`src/rtl/hof_rank_sel.sv`:
```
// hof_rank_sel: parallel rank comparators, picks the key of a given rank (ties by position)
// no dependencies; instantiated by hampel_outlier_filter
module hof_rank_sel #(
    parameter int COUNT = 11,
    parameter int RANK  = 5,
    parameter int WIDTH = 24
) (
    input  logic [COUNT-1:0][WIDTH-1:0] keys,
    output logic [WIDTH-1:0]            sel
);

    localparam int RW = $clog2(COUNT);

    logic [RW-1:0] rank [COUNT];

    always_comb
    begin
        sel = '0;
        for (int i = 0; i < COUNT; i++)
        begin
            rank[i] = '0;
            for (int j = 0; j < COUNT; j++)
            begin
                if (j != i && (keys[j] < keys[i] || (keys[j] == keys[i] && j < i)))
                begin
                    rank[i] = rank[i] + RW'(1);
                end
            end
        end
        for (int i = 0; i < COUNT; i++)
        begin
            if (rank[i] == RW'(RANK))
            begin
                sel = sel | keys[i];
            end
        end
    end

endmodule

```
`config.mk`:
```
export PLATFORM = sky130hd
export DESIGN_NAME = hof_rank_sel
export DESIGN_NICKNAME = d
export VERILOG_FILES = /design/src/rtl/hof_rank_sel.sv
export SDC_FILE = /design/constraint.sdc
export NUM_CORES = 2
export LEC_CHECK = 0
export ABC_AREA = 1
export ABC_CLOCK_PERIOD_IN_PS = 10500
export BUFFER_PORTS_ARGS = -buffer_cell sky130_fd_sc_hd__buf_4
export CAP_MARGIN = 5
export CORE_UTILIZATION = 40
export DETAILED_ROUTE_END_ITERATION = 10
export PLACE_DENSITY = 0.61
export SYNTH_ARGS = -nofsm -noshare
export SYNTH_HDL_FRONTEND = slang
export SYNTH_SLANG_ARGS = --single-unit
export TNS_END_PERCENT = 50
```
`constraint.sdc`:
```
create_clock -name vclk -period 10.5
set_clock_uncertainty 0.15 [all_clocks]
set_input_delay 1.05 -clock vclk [all_inputs]
set_output_delay 1.05 -clock vclk [all_outputs]
set_load 0.1 [all_outputs]
```
---- Yosys cells after proc, flatten, opt, wreduce, memory -nomap -nowiden ----
Cells that the tools add are included.
cells by class
  add/sub/neg operators ................... 99
  equality and inequality tests ........... 66
  muxes and demuxes ....................... 121
  $lt $le $gt $ge ......................... 110
  bitwise gates (word level) .............. 10
  reductions and logical operators ........ 55
operators with widths
  kind                                            count
  less-than comparator 24 bit                     110
  == test 24 bit                                  55
  two-way mux 4 bit                               99
  adder 4 x 1 -> 4 bit (second input constant)    88
  two-way mux 24 bit                              11
  OR 24 bit                                       10
  logical OR 1 bit                                55
  == test 4 x 3 -> 1 bit (second input constant)  11
  adder 1 x 1 -> 2 bit (second input constant)    11
  two-way mux 1 bit                               11
storage, ports and cells
  logic and storage cells ................. 461
  register bits after elaboration ......... 0

---- Logic depth before layout (Yosys ltp) ----
  depth in word-level cells ............... 42
  mapped depth ............................ 51
  depth with buffers taken out ............ 50

---- Least setup slack after synthesis ----
OpenSTA, ideal clock, no wires.
  path kind ............................... input to output
  start ................................... in keys[191] (netlist bit)
  end ..................................... out sel[20]
  arrival time ............................ 8166 ps
  path buffers ............................ 1
  stages .................................. 48
  required time ........................... 9300 ps
  slack ................................... 1134 ps
  path through ............................ inv_1 ha_1 nand2_1 nor4_1 nand2_1 or4_1 nand2_1 inv_2 ha_1 inv_1 nand3_1 nand2_2 inv_1 ha_1 nand2_1 nand2_1 ha_1 or2_1 [... 12 more ...] ha_1 o21ai_0 inv_1 ha_1 inv_1 nor2_1 xor2_1 nand3_1 nand2_1 nand2_1 inv_1 nand2_1 nor2_2 buf_4 nand3_1 nand3_1 nor2_1 nand3_1
on the way
  longest elaborated chain between the ends .. 30
  elaborated cells on any way between the ends .. 155
  those cells by class .................... add/sub (36); order compare (20); eq/ne (21); mux (58); bitwise (10); reduce/logical (10)
RTL lines
  what                                                                  line  text
  start, declared                                                       8     input logic [COUNT-1:0][WIDTH-1:0] keys,
  branches (longest 29 deep; another with less-than comparator 24 bit)  n/a
  two-way mux 24 bit *                                                  32    if (rank[i] == RW'(RANK))
  end, declared                                                         9     output logic [WIDTH-1:0] sel
Mark *: on every way between the ends.

---- Final worst setup path ----
  start ................................... in keys[207] (netlist bit)
  end ..................................... out sel[22]
on the way
  longest elaborated chain between the ends .. 28
  elaborated cells on any way between the ends .. 137
  those cells by class .................... add/sub (27); order compare (20); eq/ne (21); mux (49); bitwise (10); reduce/logical (10)
RTL lines
  what                                                                  line
  branches (longest 27 deep; another with less-than comparator 24 bit)  n/a
  two-way mux 24 bit *                                                  32
Marked as above.

==> results.toml <==
[detailed_routing]
highest_layer = "met5"
drtAntennaViolNets = 0
drtPass1Iterations = 9
avgViaCountPerCell = 5.940
drc = 0
wl_per_cell_microns = 27.52
wl_met1_microns = 94350
routed-via-count = 50371
wl_met3_microns = 28940
route.met2.wl_microns = 89830
wl_microns = 233400
drtIter0Drc = 6060

[worst_setup_path]
startpoint_type = "input pin"
worstSetupPathType = "input pin to primary output"
cp_slowest_cell = "ha_1"
required_ns = 9.30
crit_path_end_kind = "primary output"
arrival_ns = 9.04
slowest_delay_ns = 0.36
crit_path_frequent_cell = "nand2_1"
crit_fanout = 7

[floorplanning]
row_count = 117
dieArea_sq_mm = 0.1046
die_h_microns = 323.4
start_util_pct = 40.50
core_sq_mm = 0.1020
die_x_microns = 323.4
ios = 288

[worst_hold_path]
hold_class = "input pin to primary output"

[finish]
regArea_sq_um = 0
design.seq.count = 0
fin_util_pct = 47.02
nNetsFinal = 8786
drive_gt1_share_pct = 12.84
area_growth_pct = 16.11
nClkBuffers = 0

[run_status]
status = "finished clean"

[timing]
hold_viol = 0
hold_ws_ns = 2.549
rsz0062_at_grt = "yes"
relSlewSlack_pct = 7.548
max_freq_mhz = 97.68
finalCriticalPeriod_ns = 10.24
tightestPinTransition_ns = 1.376
setup_viol = 0
period_share_pct = 97.50
timing.final.max_slew_violations = 0

[logic_synthesis]
synthCells = 6530
synth_area_leader_cell = "ha_1"
ys_warn_count = 0
synth_nets = 8211
syn_avg_cell_area_sq_um = 6.328
synth_area_sq_mm = 0.04132
synth_area_leaders = "ha_1, nand2_1, nand3_1, inv_1, a21oi_1"
ys_seq_area_share_pct = 0
synth_top_area_share_pct = 42.91
synth.distinct_cells = 55

[power]
powerDensity_mw_per_mm2 = 167.1
vdd_ir_drop_max_mv = 0.5288
p_leak_uw = 0.02782
total_power_uw = 8015

[job]
maxCapViolCount = 0

[global_route]
grt_pass1_wl_microns = 321900
grtUsageTotal_pct = 43.26
gr-total-overflow = 0
grt_pass1_vias = 45267
grt_max_degree = 25
antenna_found_initial = 24

[placement]
io_buffers = 288
dpl.hpwl_microns = 197000
place_congestion = 1.081
synth_stat cells (4+ instances only):
| library cell | number |
|---|---|
| a211oi_1 | 24 |
| a21boi_0 | 4 |
| a21o_1 | 26 |
| a21oi_1 | 573 |
| a31oi_1 | 5 |
| and2_1 | 12 |
| and3_1 | 6 |
| buf_2 | 12 |
| buf_4 | 13 |
| buf_6 | 20 |
| ha_1 | 1417 |
| inv_1 | 845 |
| inv_2 | 24 |
| nand2_1 | 1705 |
| nand2_2 | 75 |
| nand2_4 | 11 |
| nand3_1 | 669 |
| nand3_2 | 69 |
| nand3_4 | 4 |
| nand3b_1 | 17 |
| nand4_1 | 139 |
| nand4_2 | 4 |
| nor2_1 | 427 |
| nor2_2 | 24 |
| nor2_4 | 8 |
| nor3_1 | 47 |
| nor3b_1 | 6 |
| nor4_1 | 11 |
| nor4b_1 | 6 |
| o211a_1 | 5 |
| o211ai_1 | 22 |
| o21a_1 | 39 |
| o21ai_0 | 152 |
| o21ai_1 | 14 |
| o21ai_2 | 4 |
| o21bai_1 | 13 |
| o221a_2 | 4 |
| o221ai_1 | 14 |
| or2_1 | 7 |
| or2_2 | 27 |
| xor2_1 | 6 |
metrics by stage:
stage / setup slack, ns / area (sq um) / std cells / setup TNS (ns)
after detailed placement: 0.09325 / 47470 / 8461 / 0
after global routing: -0.06088 / 47970 / 8477 / -0.3188
after global placement: 0.2248 / 47470 / 8461 / 0
final: 0.2622 / 47980 / 8480 / 0
after CTS: 0.06524 / 47470 / 8461 / 0
after floorplan: 1.134 / 41320 / 6530 / 0
metal layers:
metal	GRT usage, %	vias up
li1	-	23560
met1	56.89	23031
met2	61.51	3031
met3	10.40	733
met4	29.71	16
met5	1.157	-
where the power goes:
group	switching, uW	internal (uW)	total, uW
clock network	0	0.000491	0.000491
logic	5500	2510	8020
registers	0	0	0
total	5500	2510	8020
final cells by class:
type / instances / area, sq um
Inverter: 870 / 3268
Antenna cell: 9 / 22.52
Tap cell: 1368 / 1712
Fill cell: 10890 / 54050
Multi-Input combinational cell: 5614 / 37830
Timing Repair Buffer: 619 / 5145
cells by family (layout without fill, tap and decap cells):
| family | count (synthesis) | count (layout) | synth area share [%] |
|---|---|---|---|
| buffers and inverters | 916 | 1489 | 8.866 |
| and+or+nand+nor | 3285 | 3285 | 35.99 |
| adders and majority gates | 1417 | 1417 | 42.91 |
| xor gates and xnor gates | 6 | 6 | 0.1272 |
| other | 0 | 9 | 0 |
| AOI/OAI and AO/OA | 906 | 906 | 12.11 |
worst paths after layout:
| kind | slack, ns | endpoint | cells after the start | from |
|---|---|---|---|---|
| worst min-delay path | 2.55 | sel[9] | 6 | keys[177] |
| worst max-delay path | 0.26 | sel[22] | 50 | keys[207] |
repair_timing:
item                                   in CTS  in global routing
buffers inserted                            0                  7
resized for setup                           0                 77
endpoints found under the hold margin       0                  0
setup endpoints to repair                   0                 24
hold buffers                                0                  0
critical path, delay by kind of cell:
family,cells,cell delay (ns)
compound gates,3,0.49
buf+inv,13,1.81
simple gates,25,3.12
fa+ha+maj,9,2.51
cells in the final DEF (no fill, tap or decap), drive strengths merged, types with 3 or more instances in the layout:
cell type | netlist | routed
nand3b | 17 | 17
o211ai | 22 | 22
a21o | 26 | 26
o21bai | 13 | 13
a21boi | 4 | 4
nand3 | 742 | 742
and2 | 12 | 12
o221ai | 14 | 14
ha | 1417 | 1417
o211a | 5 | 5
xor2 | 6 | 6
o221a | 4 | 4
nor3 | 50 | 50
clkbuf | 0 | 3
a211oi | 24 | 24
nand2 | 1791 | 1791
o21a | 39 | 39
nor4b | 6 | 6
buf | 46 | 616
diode | 0 | 9
or2 | 34 | 34
nor4 | 13 | 13
inv | 869 | 869
nor3b | 6 | 6
nor2 | 460 | 460
a21oi | 576 | 576
a31oi | 5 | 5
o21ai | 170 | 170
and3 | 6 | 6
nand4 | 145 | 145
Note: power is estimated with default switching activity, not from simulation.
