`src/rtl/hof_win_cell.sv`:
```
// hof_win_cell: one sample slot of the window line, shifts from its newer neighbour
// no dependencies; instantiated by hampel_outlier_filter
module hof_win_cell #(
    parameter int WIDTH = 24
) (
    input  logic             clk,
    input  logic             fill,
    input  logic             shift,
    input  logic [WIDTH-1:0] fill_val,
    input  logic [WIDTH-1:0] shift_in,
    output logic [WIDTH-1:0] cell_q,
    output logic [WIDTH-1:0] cell_next
);

    logic [WIDTH-1:0] q_reg;
    logic [WIDTH-1:0] q_next;

    always_comb
    begin
        if (fill)
        begin
            q_next = fill_val;
        end
        else if (shift)
        begin
            q_next = shift_in;
        end
        else
        begin
            q_next = q_reg;
        end
    end

    always_ff @(posedge clk)
    begin
        q_reg <= q_next;
    end

    assign cell_q    = q_reg;
    assign cell_next = q_next;

endmodule

```
`config.mk`:
```
export PLATFORM = sky130hd
export DESIGN_NAME = hof_win_cell
export DESIGN_NICKNAME = d
export VERILOG_FILES = /design/src/rtl/hof_win_cell.sv
export SDC_FILE = /design/constraint.sdc
export NUM_CORES = 1
export LEC_CHECK = 0
export CAP_MARGIN = 20
export CORE_UTILIZATION = 58
export DETAILED_ROUTE_END_ITERATION = 8
export DONT_BUFFER_PORTS = 1
export HOLD_SLACK_MARGIN = 0.1
export PLACE_DENSITY = 0.74
export SLEW_MARGIN = 5
export SYNTH_ARGS = -nofsm -noshare
export SYNTH_HDL_FRONTEND = slang
export SYNTH_SLANG_ARGS = --single-unit
```
`constraint.sdc`:
```
create_clock -name clk -period 0.8 [get_ports clk]
set_input_delay 0 -clock clk [delete_from_list [all_inputs] [get_ports clk]]
set_output_delay 0 -clock clk [all_outputs]
set_load 0.02 [all_outputs]
```
==> results of run 1 <==
## per-stage QoR
stage	setup WS, ns	hold WS [ns]	cell area, um2	utilization
detailed placement	-0.0443	0.0900	1490	0.957
global placement	0.0867	0.0842	1490	0.957
floorplan	-0.0246	0.144	1190	-
## logic make-up after synthesis
logic type / Yosys count / share of synthesized area
and+or+nand+nor: 24 / 0.0894
DFF: 24 / 0.477
muxes: 24 / 0.239
buffers and inverters: 8 / 0.0758
AOI/OAI and AO/OA: 24 / 0.119
==> run metrics, run 1 <==
Syn Inst Count=~100; post-DP HPWL=between 2000 and 3000 um; Initial Utilization=0.646; clock buffer depth=2; post-synthesis sequential area ratio=0.477; syn_nets=about 160; die height=between 40 and 50 um; main flop type after synthesis=dfxtp_1; leading area contributor after synthesis=dfxtp_1; Synth area leaders=dfxtp_1 48%, mux2i_1 24%, o21ai_1 9.9%; global placement routability congestion=0.643; Syn. warnings=0; syn avg cell area=slightly below 10 um2; I/O pins=99; number of synthesized register bits=24; row count=14; Synth top area share=0.477; synth cell count leaders=24 x dfxtp_1, 24 x mux2i_1, 24 x nand2_1; postcts setup bufs=14; Die Width=43.7 um; Halt Stage=4_1_cts; Run Error=[ERROR DPL-0038] Utilization greater than 100%, impossible to legalize; Unique masters post-synth=10; port bufs=0; outcome=aborted with a tool error; Post-synth ARST share=0; CTS Buf Count=3; clk sinks=24; synthesized cell area=between 1000 and 1500 um2; Post-CTS Resized=between 60 and 70; Root Driver=clkbuf_4; H-Tree Depth=1; EDFF count, synth=0; Placed Cells=160
==> run 2, diff against run 1 <==
--- a/config.mk
+++ b/config.mk
@@ -6,11 +6,11 @@
 export NUM_CORES = 1
 export LEC_CHECK = 0
 export CAP_MARGIN = 20
-export CORE_UTILIZATION = 58
+export CORE_AREA = 2 2 63 65
 export DETAILED_ROUTE_END_ITERATION = 8
+export DIE_AREA = 0 0 65 67
 export DONT_BUFFER_PORTS = 1
-export HOLD_SLACK_MARGIN = 0.1
-export PLACE_DENSITY = 0.74
+export PLACE_DENSITY_LB_ADDON = 0.15
 export SLEW_MARGIN = 5
 export SYNTH_ARGS = -nofsm -noshare
 export SYNTH_HDL_FRONTEND = slang
==> run 2 against run 1 <==
Net effect:
- the flow now finishes, with violations (hold timing, setup timing)
- synthesized area unchanged
- synthesized cell count is the same
==> run metrics, run 2 <==
Synth area leaders=dfxtp_1 48%, mux2i_1 24%, o21ai_1 9.9%; Final Cycle Share=1.27; Synth top area share=0.477; drt first pass iters=2; pwr/cell area=approximately 1800 nW/um2; Routed Antenna Nets=0; Peak VDD IR=between 0.7 and 0.8 mV; Setup WS pre-CTS=around 0.038 ns; Post-synth ARST share=0; synth cell count leaders=24 x dfxtp_1, 24 x mux2i_1, 24 x nand2_1; global placement routability congestion=roughly 0.70; syn_nets=155; RSZ-0062 raised after global routing=yes; I/O pins=99; DRC viols=0; Vias/cell=about 4.7; leak pwr=~0.75 nW; layout cells sized above 1=0.762; final wirelength=~2900 um; max reg flops=24; Antenna Cells=0; Layout Utilization=0.489; Placed Cells=~190; initial antenna violation count=0; CTS Buf Count=3; clk slew on worst S/H paths=roughly 0.080 ns; number of synthesized register bits=24; CTS tree=built; routed wl met2=about 1600 um; Tot Pwr=roughly 3.2 mW; Non-Filler Instances=roughly 200; port bufs=0; core area=around 3600 um2; synthesized cell area=1010 um2; Critical Path RT=0.80 ns; worst slew pin tran=between 0.15 and 0.2 ns; worst setup margin=-0.212 ns; Hold Crit Class=input port to flop; total gr overflow=0; GRT Total Usage=0.133; Final #Nets=roughly 200; row count=22; highest routed layer=met4; Layout area overhead=75.2%; M1 WL=slightly below 1000 um; crit path time final=approximately 1 ns; Critical Path Source Type=flop; Crit. End Element=output pin; Max Freq=988 MHz; clk sinks=24; CP Class=flop to output pin; most frequent cells in the layout=27 x buf_4, 24 x nand2_1, 24 x o21ai_2, 24 x dfxtp_4, 24 x buf_6; Syn. warnings=0; final hold vios=24; post-synthesis sequential area ratio=0.477; commonest non-fill, non-tap cell in the layout=buf_4; fill cell count=between 300 and 400; Via Count=roughly 950; H-Tree Depth=1; number of global-route vias before repair=~940; crit-path max FO=2; WP data arrival=1.01 ns; Initial Utilization=0.279; Die Width=around 65 um; outcome=complete, but fails checks; clock buffer depth=2; largest net degree at the start of global routing=49; Initial DRC Count=5; die height=between 60 and 70 um; Final Slew Violations=0; die area=between 4000 and 5000 um2; leading area contributor after synthesis=dfxtp_1; Unique masters post-synth=10; final setup violation count=27; EDFF count, synth=0; Worst Skew=0 ns; Syn Inst Count=approximately 100; total of max-cap violations=0; Root Driver=clkbuf_8; first-pass GRT wire length=about 4400 um; Rel. slew slack=0.863; Avg WL per Cell=14.7 um; Min Hold Slack=-0.171 ns; main flop type after synthesis=dfxtp_1; Clock Latency Late Sink=0.26 ns; failing checks=hold timing, setup timing; syn avg cell area=9.68 um2; met3 WL=roughly 310 um
## run 2: cell counts after synthesis
Identical to the previous run, type by type.
## run 2: metrics by stage
| step | cell area, um2 | TNS [ns] |
|---|---|---|
| floorplan | 1190 | -0.588 |
| global placement | 1530 | 0 |
| detailed placement | 1530 | 0 |
| CTS | 1700 | -4.66 |
| global route | 1760 | -5.74 |
| finish | 1760 | -4.37 |
## run 2: final cells by class
cell class	instances	area (um2)	share of cell area
Multi-Input combinational cell	72	616	0.349
Sequential cell	24	571	0.323
Timing Repair Buffer	51	473	0.268
Tap cell	48	60.1	0.0340
Clock buffer	3	41.3	0.0234
Clock inverter	1	3.75	0.00213
## run 2: what timing repair did
item / 4_1_cts / 5_1_grt
endpoints found under the setup margin: 24 / 27
pin swaps: 24 / 2
hold endpoints to repair: 24 / 24
gates resized for setup: 27 / 13
buffers inserted: 3 / 2
## run 2: kinds of logic after synthesis
| logic type | after synthesis | synth area share |
|---|---|---|
| mux | 24 | 0.239 |
| simple gates | 24 | 0.0894 |
| compound gates | 24 | 0.119 |
| flops | 24 | 0.477 |
| buf+inv | 8 | 0.0758 |
## run 2: metal layers
layer  track usage  up-vias
met3        0.0405        2
met2         0.256       53
li1              -      458
met1         0.134      432
met5             0        -
met4        0.0479        0
## run 2: worst max-delay path: stages (launching register included)
cell,delay [ns]
dfxtp_4,0.35
mux2i_2,0.18
o21ai_2,0.09
buf_6,0.13
## run 2: final timing paths
path / start / endpoint / slack [ns] / cells past startpoint
worst max-delay path: cell_q[15]$_DFF_P_ / cell_next[15] / -0.21 / 3
worst max register to register: cell_q[9]$_DFF_P_ / cell_q[9]$_DFF_P_ / -0.03 / 3
worst min register to register: cell_q[17]$_DFF_P_ / cell_q[17]$_DFF_P_ / 0.58 / 2
worst min-delay path: fill / cell_q[5]$_DFF_P_ / -0.17 / 1
## run 2: report_power, final
| group | switching [mW] | leakage, nW | internal, mW |
|---|---|---|---|
| combinational | 0.541 | 0.517 | 0.548 |
| clock | 0.370 | 0.0231 | 0.342 |
| sequential | 0.0707 | 0.212 | 1.32 |
| total | 0.982 | 0.752 | 2.21 |
No activity file was read; power rests on OpenSTA's default activity.
==> run 3, diff against run 2 <==
--- a/config.mk
+++ b/config.mk
@@ -5,6 +5,7 @@
 export SDC_FILE = /design/constraint.sdc
 export NUM_CORES = 1
 export LEC_CHECK = 0
+export ABC_AREA = 1
 export CAP_MARGIN = 20
 export CORE_AREA = 2 2 63 65
 export DETAILED_ROUTE_END_ITERATION = 8
==> run 3 against run 2 <==
Net effect:
- the flow still finishes with violations (hold timing, setup timing)
- fmax up 2.6%
- sequential power about the same
- clock-buffer cell count up 1
- die area unchanged
- critical path depth up 2
- setup slack better by 0.025 ns
- final cell count up 51%
- worst hold slack better by 0.070 ns
- clock skew unchanged
==> run metrics, run 3 <==
outcome=complete, but fails checks; failing checks=hold timing, setup timing; WP data arrival=0.99 ns; final wirelength=around 3700 um; Peak VDD IR=0.740 mV; synthesized cell area=approximately 1300 um2; clk slew on worst S/H paths=0.08 ns; Unique masters post-synth=11; I/O pins=between 90 and 100; number of global-route vias before repair=between 1000 and 1500; initial antenna violation count=0; drt first pass iters=4; Syn. warnings=0; leading area contributor after synthesis=dfxtp_1; layout cells sized above 1=0.528; leak pwr=approximately 1.1 nW; core area=3610 um2; RSZ-0062 raised after global routing=yes; Synth top area share=0.376; Avg WL per Cell=~12 um; crit path time final=just under 1 ns; Initial Utilization=0.354; Max Freq=slightly above 1000 MHz; CP Class=flop to output pin; number of synthesized register bits=24; global placement routability congestion=a little under 0.7; most numerous cell in the Yosys netlist=nand2_1; Clock Latency Late Sink=between 0.2 and 0.3 ns; first-pass GRT wire length=5450 um; Synth area leaders=dfxtp_1 38%, nand2_1 25%, inv_1 14%; total of max-cap violations=0; final setup violation count=29; Critical Path RT=around 0.80 ns; post-synthesis sequential area ratio=0.376; max reg flops=24; EDFF count, synth=0; R2R setup slack=-0.01 ns; Antenna Cells=0; CTS tree=built; FF-to-FF Start=cell_q[3]$_DFF_P_; commonest non-fill, non-tap cell in the layout=nand2_1; Final #Nets=between 300 and 400; Post-synth ARST share=0; Die Width=roughly 65 um; clock buffer depth=2; kind of cell adding the most delay to the critical path=flip-flops; Layout area overhead=59.7%; worst setup margin=-0.187 ns; main flop type after synthesis=dfxtp_1; R2R depth=5; port bufs=0; Placed Cells=between 200 and 300; Critical Path Source Type=flop; RR Endpoint=cell_q[3]$_DFF_P_; Root Driver=clkbuf_8; post-DP HPWL=approximately 2500 um; row count=22; CTS Buf Count=3; Top cell by count, worst path=nand2_2; end of the critical path=cell_next[5]; Layout Utilization=0.566; WP depth=5; total gr overflow=0; Final Cycle Share=1.23; GRT Total Usage=0.161; Final Slew Violations=0; Min Hold Slack=-0.101 ns; Rel. slew slack=0.790; Non-Filler Instances=300; pwr/cell area=between 1500 and 2000 nW/um2; DRC viols=0; Hold Buf Count CTS=13; Worst Skew=0 ns; Via Count=roughly 1300; worst slew pin tran=roughly 0.32 ns; final hold vios=10; synth cell count leaders=86 x nand2_1, 48 x inv_1, 24 x dfxtp_1, 24 x nand3_1, 10 x nand2_2; Crit. End Element=output pin; Routed Antenna Nets=0; H-Tree Depth=1; critical path's slowest cell=dfxtp_2; Initial DRC Count=35; worst path bufs/invs=2; die area=4360 um2; max incr delay on CP=between 0.3 and 0.4 ns; most frequent cells in the layout=60 x nand2_1, 36 x nand2_2, 33 x inv_1; die height=67 um; crit-path cells=inv_2 -> nand2_2 -> nand3_2 -> nand2_2 -> buf_12; Crit. Startpoint=cell_q[5]$_DFF_P_; crit-path max FO=2; syn avg cell area=around 6.3 um2; Hold Crit Class=input port to flop; Setup WS pre-CTS=~0.055 ns; syn_nets=about 260; clk sinks=24; Vias/cell=~4.4; Syn Inst Count=204; largest net degree at the start of global routing=26
[run 3: cell types whose count changed after synthesis]
cell and change:
nand2_1 +62, inv_1 +48, mux2i_1 -24, nand3_1 +24, o21ai_1 -20, nand2_2 +10
buf_6 +4, o21ai_0 -4, buf_12 -2, clkbuf_1 -2, buf_4 +1, buf_8 +1
inv_4 +1, inv_6 +1
[run 3: cell type report]
type | count | area (um2)
sequential | 24 | 510
clock buffer | 4 | 55.1
inverter | 50 | 195
tap | 48 | 60.1
timing repair buffer | 54 | 594
fill | 348 | 1570
multi-input combinational | 120 | 626
[run 3: stage by stage]
step	TNS [ns]	area [um2]	hold slack, ns	total power, mW
final	-3.28	2040	-0.101	3.50
after global routing	-4.83	2040	-0.106	3.68
after CTS	-3.57	1960	-0.115	3.47
after detailed placement	0	1710	0.154	2.53
after global placement	0	1710	0.155	2.51
after floorplan	-0.0163	1350	0.146	2.12
[run 3: worst min path at each step]
stage                       startpoint            endpoint  slack, ns  depth (start not counted)
after detailed placement          fill       cell_next[22]       0.15                          2
after global routing              fill   cell_q[6]$_DFF_P_      -0.11                          2
final                             fill   cell_q[6]$_DFF_P_      -0.10                          2
after CTS                         fill  cell_q[20]$_DFF_P_      -0.12                          2
after floorplan           fill_val[21]       cell_next[21]       0.15                          2
after global placement            fill        cell_next[0]       0.15                          2
[run 3: where the power goes]
group | total [mW] | switching (mW) | internal (mW) | leakage, nW
clock | 0.824 | 0.386 | 0.439 | 0.0288
sequential | 1.41 | 0.0713 | 1.34 | 0.204
combinational | 1.26 | 0.681 | 0.582 | 0.868
total | 3.50 | 1.14 | 2.36 | 1.10
[run 3: logic make-up (layout without fill, tap and decap cells)]
logic type    count (synthesis)  count (layout)  share of synthesized area
simple gates                120             120                      0.396
buf+inv                      60             108                      0.228
flops                        24              24                      0.376
[run 3: worst register-to-register path: cells and delay by family (launching register included)]
kind / cells / cell delay (ns)
AND/OR/NAND/NOR: 3 / 0.19
buffers and inverters: 2 / 0.18
flip-flops: 1 / 0.33
[run 3: what timing repair did]
| item | 4_1_cts | 5_1_grt |
|---|---|---|
| endpoints found under the setup margin | 24 | 29 |
| resized for setup | 31 | 17 |
| setup buffers | 1 | 5 |
| hold endpoints to repair | 24 | 10 |
| pin swaps | 17 | 21 |
[run 3: metal layers]
metal	global-route usage	up-vias	wire length (um)
li1	-	673	-
met2	0.316	47	2050
met1	0.179	604	1410
met3	0.0236	2	187
met5	0	-	0
met4	0.0399	0	20
